`src/design/psfs_pkg.sv`:
```
// Shared types, widths and constants of the pressure sensor frame scaler.
package psfs_pkg;

  localparam int STATUS_W = 2;
  localparam int PRESS_W  = 18;
  localparam int TEMP_W   = 15;
  localparam int DIFF_W   = 15;
  localparam int MODE_W   = 2;
  localparam int OFS_W    = 14;
  localparam int FS_W     = 16;

  localparam int RING_DEPTH_DEF = 8;

  // Queue depths. The result queue must hold every item in the back pipeline.
  localparam int MID_DEPTH = 2;
  localparam int OUT_DEPTH = 8;
  localparam int OUT_LVL_W = $clog2(OUT_DEPTH + 1);

  // Frame modes.
  localparam logic [MODE_W-1:0] MODE_PRESS_ONLY = 2'd0;
  localparam logic [MODE_W-1:0] MODE_PARTIAL    = 2'd1;
  localparam logic [MODE_W-1:0] MODE_FULL       = 2'd2;

  // Register indexes.
  localparam logic [1:0] REG_FRAME_MODE = 2'd0;
  localparam logic [1:0] REG_OFFSET     = 2'd1;
  localparam logic [1:0] REG_FULL_SCALE = 2'd2;

  localparam logic [MODE_W-1:0] FRAME_MODE_RST = MODE_FULL;
  localparam logic [OFS_W-1:0]  OFFSET_RST     = 14'd1638;
  localparam logic [FS_W-1:0]   FULL_SCALE_RST = 16'd10000;

  typedef struct packed {
    logic [MODE_W-1:0] frame_mode;
    logic [OFS_W-1:0]  offset_counts;
    logic [FS_W-1:0]   full_scale;
  } cfg_t;

  // Decoded frame handed from the front to the back.
  typedef struct packed {
    logic [STATUS_W-1:0]     status;
    logic signed [DIFF_W-1:0] diff;
    logic signed [TEMP_W-1:0] temp;
  } mid_item_t;

  typedef struct packed {
    logic [STATUS_W-1:0]       status;
    logic signed [PRESS_W-1:0] press_now;
    logic signed [TEMP_W-1:0]  temp_now;
    logic signed [PRESS_W-1:0] press_avg;
    logic signed [TEMP_W-1:0]  temp_avg;
  } res_t;

endpackage

```
`src/design/pressure_sensor_frame_scaler_unit.sv`:
```
// Top level of the pressure sensor frame scaler with its configuration registers.
//
// Each frame pushed in gives exactly one result: the status bits, the scaled
// pressure in milli-units, the temperature in hundredths of a degree, and the
// floor means of the last RING_DEPTH values of each (the rings start at zero).
// A new frame is taken every cycle while full is low. A frame waits in the
// queue between the decoder and the pipeline, then passes the multiplier, the
// scaling step, the ring update and the two averaging divider steps, each
// registered, before it enters the result queue and can be popped.
// Full rises only when the result queue backs up into the two-entry queue
// between the decoder and the pipeline. Registers sit at byte addresses 0
// (frame mode), 4 (zero-pressure offset) and 8 (full scale); the user must write
// them only while no frame is in flight, as the block itself does not enforce it.
module pressure_sensor_frame_scaler_unit
  import psfs_pkg::*;
#(
  parameter int RING_DEPTH = RING_DEPTH_DEF
) (
  input  logic                       clk,
  input  logic                       rst_n,
  input  logic                       push,
  output logic                       full,
  input  logic [7:0]                 in_byte0,
  input  logic [7:0]                 in_byte1,
  input  logic [7:0]                 in_byte2,
  input  logic [7:0]                 in_byte3,
  output logic                       empty,
  input  logic                       pop,
  output logic [STATUS_W-1:0]        out_status_code,
  output logic signed [PRESS_W-1:0]  out_pressure_now,
  output logic signed [TEMP_W-1:0]   out_temperature_now,
  output logic signed [PRESS_W-1:0]  out_pressure_average,
  output logic signed [TEMP_W-1:0]   out_temperature_average,
  input  logic                       psel,
  input  logic                       penable,
  input  logic                       pwrite,
  input  logic [3:0]                 paddr,
  input  logic [31:0]                pwdata,
  output logic [31:0]                prdata,
  output logic                       pready
);

  cfg_t       cfg_r;
  logic       cfg_wr;
  logic [1:0] cfg_idx;

  logic      mid_wr, mid_rd, mid_empty, mid_full;
  mid_item_t mid_wdata, mid_rdata;

  logic                 res_wr;
  res_t                 res_wdata, res_rdata;
  logic [OUT_LVL_W-1:0] out_level;

  // Configuration registers.
  assign pready  = 1'b1;
  assign cfg_wr  = psel && penable && pwrite;
  assign cfg_idx = paddr[3:2];

  always_ff @(posedge clk) begin
    if (!rst_n) begin
      cfg_r.frame_mode    <= FRAME_MODE_RST;
      cfg_r.offset_counts <= OFFSET_RST;
      cfg_r.full_scale    <= FULL_SCALE_RST;
    end else if (cfg_wr) begin
      unique case (cfg_idx)
        REG_FRAME_MODE: cfg_r.frame_mode    <= pwdata[MODE_W-1:0];
        REG_OFFSET:     cfg_r.offset_counts <= pwdata[OFS_W-1:0];
        REG_FULL_SCALE: cfg_r.full_scale    <= pwdata[FS_W-1:0];
        default:        cfg_r               <= cfg_r;
      endcase
    end
  end

  always_comb begin
    unique case (cfg_idx)
      REG_FRAME_MODE: prdata = 32'(cfg_r.frame_mode);
      REG_OFFSET:     prdata = 32'(cfg_r.offset_counts);
      REG_FULL_SCALE: prdata = 32'(cfg_r.full_scale);
      default:        prdata = '0;
    endcase
  end

  psfs_front u_front (
    .clk     (clk),
    .rst_n   (rst_n),
    .cfg     (cfg_r),
    .push    (push),
    .full    (full),
    .in_byte0(in_byte0),
    .in_byte1(in_byte1),
    .in_byte2(in_byte2),
    .in_byte3(in_byte3),
    .mid_full(mid_full),
    .mid_wr  (mid_wr),
    .mid_item(mid_wdata)
  );

  psfs_fifo #(
    .WIDTH($bits(mid_item_t)),
    .DEPTH(MID_DEPTH)
  ) u_mid_q (
    .clk    (clk),
    .rst_n  (rst_n),
    .wr_en  (mid_wr),
    .wr_data(mid_wdata),
    .rd_en  (mid_rd),
    .rd_data(mid_rdata),
    .empty  (mid_empty),
    .full   (mid_full),
    .level  ()
  );

  psfs_back #(
    .RING_DEPTH(RING_DEPTH)
  ) u_back (
    .clk       (clk),
    .rst_n     (rst_n),
    .full_scale(cfg_r.full_scale),
    .mid_empty (mid_empty),
    .mid_item  (mid_rdata),
    .mid_rd    (mid_rd),
    .out_level (out_level),
    .res_wr    (res_wr),
    .res       (res_wdata)
  );

  psfs_fifo #(
    .WIDTH($bits(res_t)),
    .DEPTH(OUT_DEPTH)
  ) u_out_q (
    .clk    (clk),
    .rst_n  (rst_n),
    .wr_en  (res_wr),
    .wr_data(res_wdata),
    .rd_en  (pop),
    .rd_data(res_rdata),
    .empty  (empty),
    .full   (),
    .level  (out_level)
  );

  assign out_status_code         = res_rdata.status;
  assign out_pressure_now        = res_rdata.press_now;
  assign out_temperature_now     = res_rdata.temp_now;
  assign out_pressure_average    = res_rdata.press_avg;
  assign out_temperature_average = res_rdata.temp_avg;

endmodule

```
`src/design/psfs_ram.sv`:
```
// Generic single-write, single-read RAM with registered read data.
module psfs_ram #(
  parameter int WIDTH = 8,
  parameter int DEPTH = 8
) (
  input  logic                     clk,
  input  logic                     wr_en,
  input  logic [$clog2(DEPTH)-1:0] wr_addr,
  input  logic [WIDTH-1:0]         wr_data,
  input  logic [$clog2(DEPTH)-1:0] rd_addr,
  output logic [WIDTH-1:0]         rd_data
);

  logic [WIDTH-1:0] mem_r [DEPTH];
  logic [WIDTH-1:0] rd_data_r;

  always_ff @(posedge clk) begin
    if (wr_en) begin
      mem_r[wr_addr] <= wr_data;
    end
    rd_data_r <= mem_r[rd_addr];
  end

  assign rd_data = rd_data_r;

endmodule

```
`src/design/psfs_fifo.sv`:
```
// Small show-ahead register queue used between the front and the back and for results.
module psfs_fifo #(
  parameter int WIDTH = 8,
  parameter int DEPTH = 2
) (
  input  logic                       clk,
  input  logic                       rst_n,
  input  logic                       wr_en,
  input  logic [WIDTH-1:0]           wr_data,
  input  logic                       rd_en,
  output logic [WIDTH-1:0]           rd_data,
  output logic                       empty,
  output logic                       full,
  output logic [$clog2(DEPTH+1)-1:0] level
);

  localparam int AW = $clog2(DEPTH);
  localparam int LW = $clog2(DEPTH + 1);

  logic [WIDTH-1:0] mem_r [DEPTH];
  logic [AW-1:0]    wr_ptr_r, rd_ptr_r;
  logic [LW-1:0]    level_r;
  logic             do_wr, do_rd;

  assign empty = (level_r == '0);
  assign full  = (level_r == LW'(DEPTH));
  assign level = level_r;
  assign rd_data = mem_r[rd_ptr_r];

  assign do_wr = wr_en && !full;
  assign do_rd = rd_en && !empty;

  always_ff @(posedge clk) begin
    if (do_wr) begin
      mem_r[wr_ptr_r] <= wr_data;
    end
  end

  always_ff @(posedge clk) begin
    if (!rst_n) begin
      wr_ptr_r <= '0;
      rd_ptr_r <= '0;
      level_r  <= '0;
    end else begin
      if (do_wr) begin
        wr_ptr_r <= (wr_ptr_r == AW'(DEPTH - 1)) ? '0 : wr_ptr_r + 1'b1;
      end
      if (do_rd) begin
        rd_ptr_r <= (rd_ptr_r == AW'(DEPTH - 1)) ? '0 : rd_ptr_r + 1'b1;
      end
      unique case ({do_wr, do_rd})
        2'b10:   level_r <= level_r + 1'b1;
        2'b01:   level_r <= level_r - 1'b1;
        default: level_r <= level_r;
      endcase
    end
  end

endmodule

```
`src/design/psfs_front.sv`:
```
// Front end: accepts sensor frames, tracks the held temperature bytes and decodes counts.
module psfs_front
  import psfs_pkg::*;
(
  input  logic       clk,
  input  logic       rst_n,
  input  cfg_t       cfg,
  input  logic       push,
  output logic       full,
  input  logic [7:0] in_byte0,
  input  logic [7:0] in_byte1,
  input  logic [7:0] in_byte2,
  input  logic [7:0] in_byte3,
  input  logic       mid_full,
  output logic       mid_wr,
  output mid_item_t  mid_item
);

  localparam logic [22:0] TEMP_GAIN   = 23'd2501;
  localparam logic [22:0] TEMP_ROUND  = 23'd128;
  localparam logic [15:0] TEMP_OFFSET = 16'd5000;

  logic        accept;
  logic [7:0]  held2_r, held3_r;
  logic [7:0]  hb2, hb3;
  logic [10:0] tcount;
  logic [22:0] tprod;
  logic [15:0] temp_wide;
  logic [13:0] pcount;
  logic        is_press_only, is_partial;

  assign full   = mid_full;
  assign accept = push && !mid_full;
  assign mid_wr = accept;

  assign is_press_only = (cfg.frame_mode == MODE_PRESS_ONLY);
  assign is_partial    = (cfg.frame_mode == MODE_PARTIAL);

  // Pressure-only frames reuse the stored bytes; partial frames refresh only byte2.
  assign hb2 = is_press_only ? held2_r : in_byte2;
  assign hb3 = (is_press_only || is_partial) ? held3_r : in_byte3;

  always_ff @(posedge clk) begin
    if (!rst_n) begin
      held2_r <= '0;
      held3_r <= '0;
    end else if (accept) begin
      held2_r <= hb2;
      held3_r <= hb3;
    end
  end

  assign tcount    = is_partial ? {3'b000, hb2} : {hb2, hb3[7:5]};
  assign tprod     = 23'(tcount) * TEMP_GAIN + TEMP_ROUND;
  assign temp_wide = {1'b0, tprod[22:8]} - TEMP_OFFSET;
  assign pcount    = {in_byte0[5:0], in_byte1};

  always_comb begin
    mid_item.status = in_byte0[7:6];
    mid_item.diff   = DIFF_W'({1'b0, pcount} - {1'b0, cfg.offset_counts});
    mid_item.temp   = temp_wide[TEMP_W-1:0];
  end

endmodule

```
`src/design/psfs_avg_div.sv`:
```
// Two-stage floor division of a biased ring sum by the ring depth.
module psfs_avg_div #(
  parameter  int VW    = 18,
  parameter  int DEPTH = 8,
  localparam int UW    = VW + $clog2(DEPTH)
) (
  input  logic          clk,
  input  logic [UW-1:0] sum_biased,
  output logic [VW-1:0] avg
);

  // The sum carries a bias of DEPTH * 2^(VW-1), so the quotient is offset by 2^(VW-1).
  localparam logic [UW-1:0] RECIP   = UW'((64'd1 << UW) / 64'(DEPTH));
  localparam logic [UW-1:0] DEPTH_U = UW'(DEPTH);
  localparam logic [VW-1:0] HALF    = {1'b1, {(VW-1){1'b0}}};

  logic [2*UW-1:0] prod_r;
  logic [UW-1:0]   u_r;
  logic [VW-1:0]   q_est;
  logic [UW-1:0]   rem;
  logic            inc;
  logic [VW-1:0]   avg_r;

  // The reciprocal estimate is at most one below the true quotient.
  assign q_est = prod_r[UW+VW-1:UW];
  assign rem   = u_r - UW'(UW'(q_est) * DEPTH_U);
  assign inc   = (rem >= DEPTH_U);

  always_ff @(posedge clk) begin
    prod_r <= (2*UW)'(sum_biased) * (2*UW)'(RECIP);
    u_r    <= sum_biased;
    avg_r  <= q_est + VW'(inc) - HALF;
  end

  assign avg = avg_r;

endmodule

```
`src/design/psfs_back.sv`:
```
// Back end: scales pressure, updates the averaging rings and forms result items.
module psfs_back
  import psfs_pkg::*;
#(
  parameter int RING_DEPTH = RING_DEPTH_DEF
) (
  input  logic                 clk,
  input  logic                 rst_n,
  input  logic [FS_W-1:0]      full_scale,
  input  logic                 mid_empty,
  input  mid_item_t            mid_item,
  output logic                 mid_rd,
  input  logic [OUT_LVL_W-1:0] out_level,
  output logic                 res_wr,
  output res_t                 res
);

  localparam int AW    = $clog2(RING_DEPTH);
  localparam int PUW   = PRESS_W + $clog2(RING_DEPTH);
  localparam int TUW   = TEMP_W + $clog2(RING_DEPTH);
  localparam int OCC_W = OUT_LVL_W + 1;
  localparam int RW    = PRESS_W + TEMP_W;

  localparam logic [PUW-1:0] PBIAS = PUW'(RING_DEPTH) << (PRESS_W - 1);
  localparam logic [TUW-1:0] TBIAS = TUW'(RING_DEPTH) << (TEMP_W - 1);

  // Stage valids: multiply, scale, ring update, divide step one, divide step two.
  logic v1_r, v2_r, v3_r, v4_r, v5_r;
  logic [2:0]       inflight;
  logic [OCC_W-1:0] occ;
  logic             issue;

  logic [STATUS_W-1:0]       s1_status_r, s2_status_r, s3_status_r, s4_status_r, s5_status_r;
  logic signed [TEMP_W-1:0]  s1_temp_r, s2_temp_r, s3_temp_r, s4_temp_r, s5_temp_r;
  logic signed [31:0]        s1_mul_r;
  logic signed [33:0]        mul5;
  logic signed [PRESS_W-1:0] s2_press_r, s3_press_r, s4_press_r, s5_press_r;

  logic [AW-1:0]         slot_r, slot_nxt, s2_slot_r;
  logic [RING_DEPTH-1:0] ring_vld_r;
  logic [RW-1:0]         ring_rdata;
  logic signed [PRESS_W-1:0] old_press;
  logic signed [TEMP_W-1:0]  old_temp;
  logic [PUW-1:0]        psum_r, psum_nxt;
  logic [TUW-1:0]        tsum_r, tsum_nxt;
  logic [PRESS_W-1:0]    press_avg;
  logic [TEMP_W-1:0]     temp_avg;

  // Reserve a result queue entry for every item in flight before issuing another.
  assign inflight = 3'($countones({v1_r, v2_r, v3_r, v4_r, v5_r}));
  assign occ      = {1'b0, out_level} + OCC_W'(inflight);
  assign issue    = !mid_empty && (occ < OCC_W'(OUT_DEPTH));
  assign mid_rd   = issue;

  always_ff @(posedge clk) begin
    if (!rst_n) begin
      v1_r <= 1'b0;
      v2_r <= 1'b0;
      v3_r <= 1'b0;
      v4_r <= 1'b0;
      v5_r <= 1'b0;
    end else begin
      v1_r <= issue;
      v2_r <= v1_r;
      v3_r <= v2_r;
      v4_r <= v3_r;
      v5_r <= v4_r;
    end
  end

  // Pressure scaling: (diff * full_scale * 5) shifted down by 16 with floor rounding.
  assign mul5 = (34'(s1_mul_r) <<< 2) + 34'(s1_mul_r);

  always_ff @(posedge clk) begin
    s1_mul_r    <= 32'($signed(mid_item.diff) * $signed({1'b0, full_scale}));
    s1_status_r <= mid_item.status;
    s1_temp_r   <= mid_item.temp;
    s2_press_r  <= mul5[33:16];
    s2_status_r <= s1_status_r;
    s2_temp_r   <= s1_temp_r;
    s2_slot_r   <= slot_r;
    s3_press_r  <= s2_press_r;
    s3_status_r <= s2_status_r;
    s3_temp_r   <= s2_temp_r;
    s4_press_r  <= s3_press_r;
    s4_status_r <= s3_status_r;
    s4_temp_r   <= s3_temp_r;
    s5_press_r  <= s4_press_r;
    s5_status_r <= s4_status_r;
    s5_temp_r   <= s4_temp_r;
  end

  // The ring entry is read while the pressure is scaled and rewritten in the next cycle.
  psfs_ram #(
    .WIDTH(RW),
    .DEPTH(RING_DEPTH)
  ) u_ring (
    .clk    (clk),
    .wr_en  (v2_r),
    .wr_addr(s2_slot_r),
    .wr_data({s2_press_r, s2_temp_r}),
    .rd_addr(slot_r),
    .rd_data(ring_rdata)
  );

  assign slot_nxt = (slot_r == AW'(RING_DEPTH - 1)) ? '0 : slot_r + 1'b1;

  // Entries never written since reset count as zero.
  assign old_press = ring_vld_r[s2_slot_r] ? ring_rdata[RW-1:TEMP_W] : '0;
  assign old_temp  = ring_vld_r[s2_slot_r] ? ring_rdata[TEMP_W-1:0]  : '0;

  assign psum_nxt = psum_r + PUW'(s2_press_r) - PUW'(old_press);
  assign tsum_nxt = tsum_r + TUW'(s2_temp_r) - TUW'(old_temp);

  always_ff @(posedge clk) begin
    if (!rst_n) begin
      slot_r     <= '0;
      ring_vld_r <= '0;
      psum_r     <= PBIAS;
      tsum_r     <= TBIAS;
    end else begin
      if (v1_r) begin
        slot_r <= slot_nxt;
      end
      if (v2_r) begin
        ring_vld_r[s2_slot_r] <= 1'b1;
        psum_r                <= psum_nxt;
        tsum_r                <= tsum_nxt;
      end
    end
  end

  psfs_avg_div #(
    .VW   (PRESS_W),
    .DEPTH(RING_DEPTH)
  ) u_press_avg (
    .clk       (clk),
    .sum_biased(psum_r),
    .avg       (press_avg)
  );

  psfs_avg_div #(
    .VW   (TEMP_W),
    .DEPTH(RING_DEPTH)
  ) u_temp_avg (
    .clk       (clk),
    .sum_biased(tsum_r),
    .avg       (temp_avg)
  );

  assign res_wr = v5_r;

  always_comb begin
    res.status    = s5_status_r;
    res.press_now = s5_press_r;
    res.temp_now  = s5_temp_r;
    res.press_avg = press_avg;
    res.temp_avg  = temp_avg;
  end

endmodule

```
`config.mk`:
```
export PLATFORM = sky130hd
export DESIGN_NAME = pressure_sensor_frame_scaler_unit
export DESIGN_NICKNAME = d
export VERILOG_FILES = /design/src/design/psfs_pkg.sv /design/src/design/pressure_sensor_frame_scaler_unit.sv /design/src/design/psfs_ram.sv /design/src/design/psfs_fifo.sv /design/src/design/psfs_front.sv /design/src/design/psfs_avg_div.sv /design/src/design/psfs_back.sv
export SDC_FILE = /design/constraint.sdc
export NUM_CORES = 2
export LEC_CHECK = 0
export BUFFER_PORTS_ARGS = -buffer_cell sky130_fd_sc_hd__buf_2
export CAP_MARGIN = 20
export CELL_PAD_IN_SITES_DETAIL_PLACEMENT = 0
export CELL_PAD_IN_SITES_GLOBAL_PLACEMENT = 1
export CORE_MARGIN = 4
export CORE_UTILIZATION = 50
export DETAILED_ROUTE_END_ITERATION = 12
export PLACE_DENSITY = 0.82
export SLEW_MARGIN = 20
export SYNTH_ARGS = -nofsm -noshare
export SYNTH_HDL_FRONTEND = slang
export SYNTH_HIERARCHICAL = 1
export SYNTH_SLANG_ARGS = --single-unit
```
`constraint.sdc`:
```
create_clock -name clk -period 8.79 [get_ports clk]
set_input_delay 0.879 -clock clk [delete_from_list [all_inputs] [get_ports clk]]
set_output_delay 0.879 -clock clk [all_outputs]
set_load 0.03 [all_outputs]
```
==> results.md <==
- Post-CTS Hold Buffers: 0
- Share of cells above drive strength 1: 17.66%
- All-layer global routing usage: 19.35%
- Setup_tns: 0 ps
- Antenna violations before repair: 3
- Worst skew pair latency: 750 ps
- Crit Path Category: register to register
- Post-synth ARST share: 0%
- Fillers: 9202
- DRC: 0
- Measured slew at the worst slew-check pin: 1119 ps
- Clock Pin Slew Worst Setup and Hold Paths: 60 ps
- Top FF cell, synth: edfxtp_1
- Starting Density: 50.39%
- Cts bufs inserted: 130
- Design area: 66380 µm²
- Most common cell after layout, fill and taps aside: edfxtp_1
- Width of the die: 353.2 µm
- Largest net degree at the start of global routing: 137
- Port Buffers: 137
- DR iter-0 viols: 1865
- Mapped Avg Cell Area: 14.58 µm²
- Status: complete, no violations
- F_max: 0.1401 GHz
- Reg2Reg Setup Slack: 1650 ps
- Core Rows: 126
- RSZ-0062 raised after global routing: false
- Worst Path Arrival: 7780 ps
- Number of synthesized flops with an enable pin: 872
- Gpl congestion: 0.8073
- Layout area overhead: 11.40%
- Yosys Warn Count: 6
- Req. time, crit path: 9430 ps
- # setup viols final: 0
- Register bit total from synthesis: 1279
- Via density: 5.375
- Max cap viols: 0
- Clock root buffer master: clkbuf_16
- Number of routed nets with antenna violations: 0
- Die area: 124800 µm²
- Post-Place Worst Slack: 1524 ps
- Endpoints failing hold: 0
- Sink Count: 1279
- Vias in the first global route: 33000
- Slew Viols, Final: 0
- Clk_skew: 44.77 ps
- Worst Setup End Kind: register
- Dpl cell area: 61940 µm²
- CORE AREA: 118200 µm²
- Die height: 353.2 µm
- Setup Buffers After CTS: 0
- Drt first pass iters: 9
- Max Root-Sink Buffers: 3
- Crit-path max FO: 22
- Post-layout min period: 7137 ps
- Final Util: 56.14%
- Post-DP HPWL: 76.77 mm
- Final period util: 81.19%
- Final wirelength: 120.0 mm
- Gate Count Post-Synth: 4086
- CTS H-Tree Depth: 4
- Post-synthesis sequential area ratio: 57.62%
- I/O Pins: 178
- Vias: 31730
- Most frequent cells in the layout: edfxtp_1 (872), inv_1 (495), dfxtp_1 (401), ha_1 (284), fa_1 (247)
- Slew headroom: 25.37%
- First-pass GRT wire length: 189.7 mm
- Nets: 4861
- Critical Path Source Type: register
- Yosys cell types: 108
- Hold WC Path Type: register to register
- Post-CTS Resized: 0
- CTS tree: built
- DR WL/cell: 20.34 µm
- PnR worst setup slack: 1653 ps
- Synth Cell Area: 59590 µm²
- Total gr overflow: 0
synthesized netlist by cell type (35+ instances only):
master,n,area share [%]
xnor2_1,62,0.91
nor2b_1,82,0.86
fa_1,247,8.3
nand3_1,38,0.32
buf_2,35,0.29
mux2i_1,61,1.0
edfxtp_1,872,44
clkbuf_1,80,0.50
o21ai_0,72,0.60
nand2_1,246,1.5
mux4_2,198,7.5
mux2_2,123,2.3
dfxtp_1,407,14
a21oi_1,84,0.71
inv_1,495,3.1
ha_1,284,6.0
nor2_1,95,0.60
xor2_1,35,0.51
nand2b_1,35,0.37
and2_1,121,1.3
a21o_1,40,0.50
metal layers:
layer	routed length (µm)	track usage, %	share of wire, %	up-vias
met4	2087	4.561	1.7	2
met5	14	0	0.012	-
met1	53800	27.36	45	16030
met2	58600	32.01	49	741
met3	5515	2.784	4.6	151
li1	-	-	-	14810
final cells by class:
class / count / area, µm² / area share [%]
timing repair buffer: 184 / 1066 / 1.606
inverter: 498 / 1869 / 2.816
antenna: 1 / 2.502 / 0.003770
multi-input combinational: 2162 / 22730 / 34.25
tap: 1536 / 1922 / 2.895
clock buffer: 188 / 3735 / 5.627
clock inverter: 54 / 699.4 / 1.054
sequential: 1279 / 34350 / 51.75
critical path: stages, from the launching register on:
cell     delay, ps
dfxtp_1        610
buf_4          400
mux2_2         520
and2_1         200
fa_1           510
inv_1           60
fa_1           530
inv_1           50
fa_1           550
fa_1           450
fa_1           550
inv_1           60
fa_1           520
inv_1           40
ha_1           360
nand2_1        130
or3_1          360
o31ai_2        460
a31oi_4        150
o21ai_2        250
o41a_1         190
xnor2_1        110
per-stage QoR:
step	hold WS, ps	std cells
finish	287.4	5902
global route	315.2	5901
CTS	295.1	5901
detailed placement	312.1	5659
global placement	310.8	5659
floorplan	309.6	4101
state kept, by name, indices dropped and copies added (netlist names), 15 cells and up, named ones only:
name / count
u_out_q/mem_r: 544
u_back/u_ring/mem_r: 264
u_mid_q/mem_r: 64
u_back/u_ring/rd_data: 33
cfg_r: 32
u_back/s1_mul_r: 32
u_back/psum_r: 21
u_back/s2_press_r: 18
u_back/s3_press_r: 18
u_back/s4_press_r: 18
u_back/s5_press_r: 18
u_back/tsum_r: 18
u_back/u_press_avg/avg: 18
u_back/u_press_avg/prod_r: 18
u_back/s1_temp_r: 15
u_back/s2_temp_r: 15
u_back/s3_temp_r: 15
u_back/s4_temp_r: 15
u_back/s5_temp_r: 15
u_back/u_temp_avg/avg: 15
u_back/u_temp_avg/prod_r: 15
kinds of logic after synthesis:
kind of cell / synth area share, %
DFF: 57.62
buffers and inverters: 4.542
AOI/OAI and AO/OA: 4.582
other: 0.01260
adders and majority gates: 14.26
and+or+nand+nor: 6.226
muxes: 11.33
xor gates and xnor gates: 1.426
path summary, 6_finish.rpt:
check | endpoint | from | cells past startpoint
worst max-delay path | u_back/s1_mul_r[31] | register | 21
worst max register to register | u_back/s1_mul_r[31] | register | 21
worst min register to register | u_back/u_temp_avg/avg[7] | u_back/u_temp_avg/prod_r[25] | 0
worst min-delay path | u_back/u_temp_avg/avg[7] | u_back/u_temp_avg/prod_r[25] | 0
Power is not shown: default switching activity piles up to over one toggle a cycle in this logic, so the estimate is an artifact.
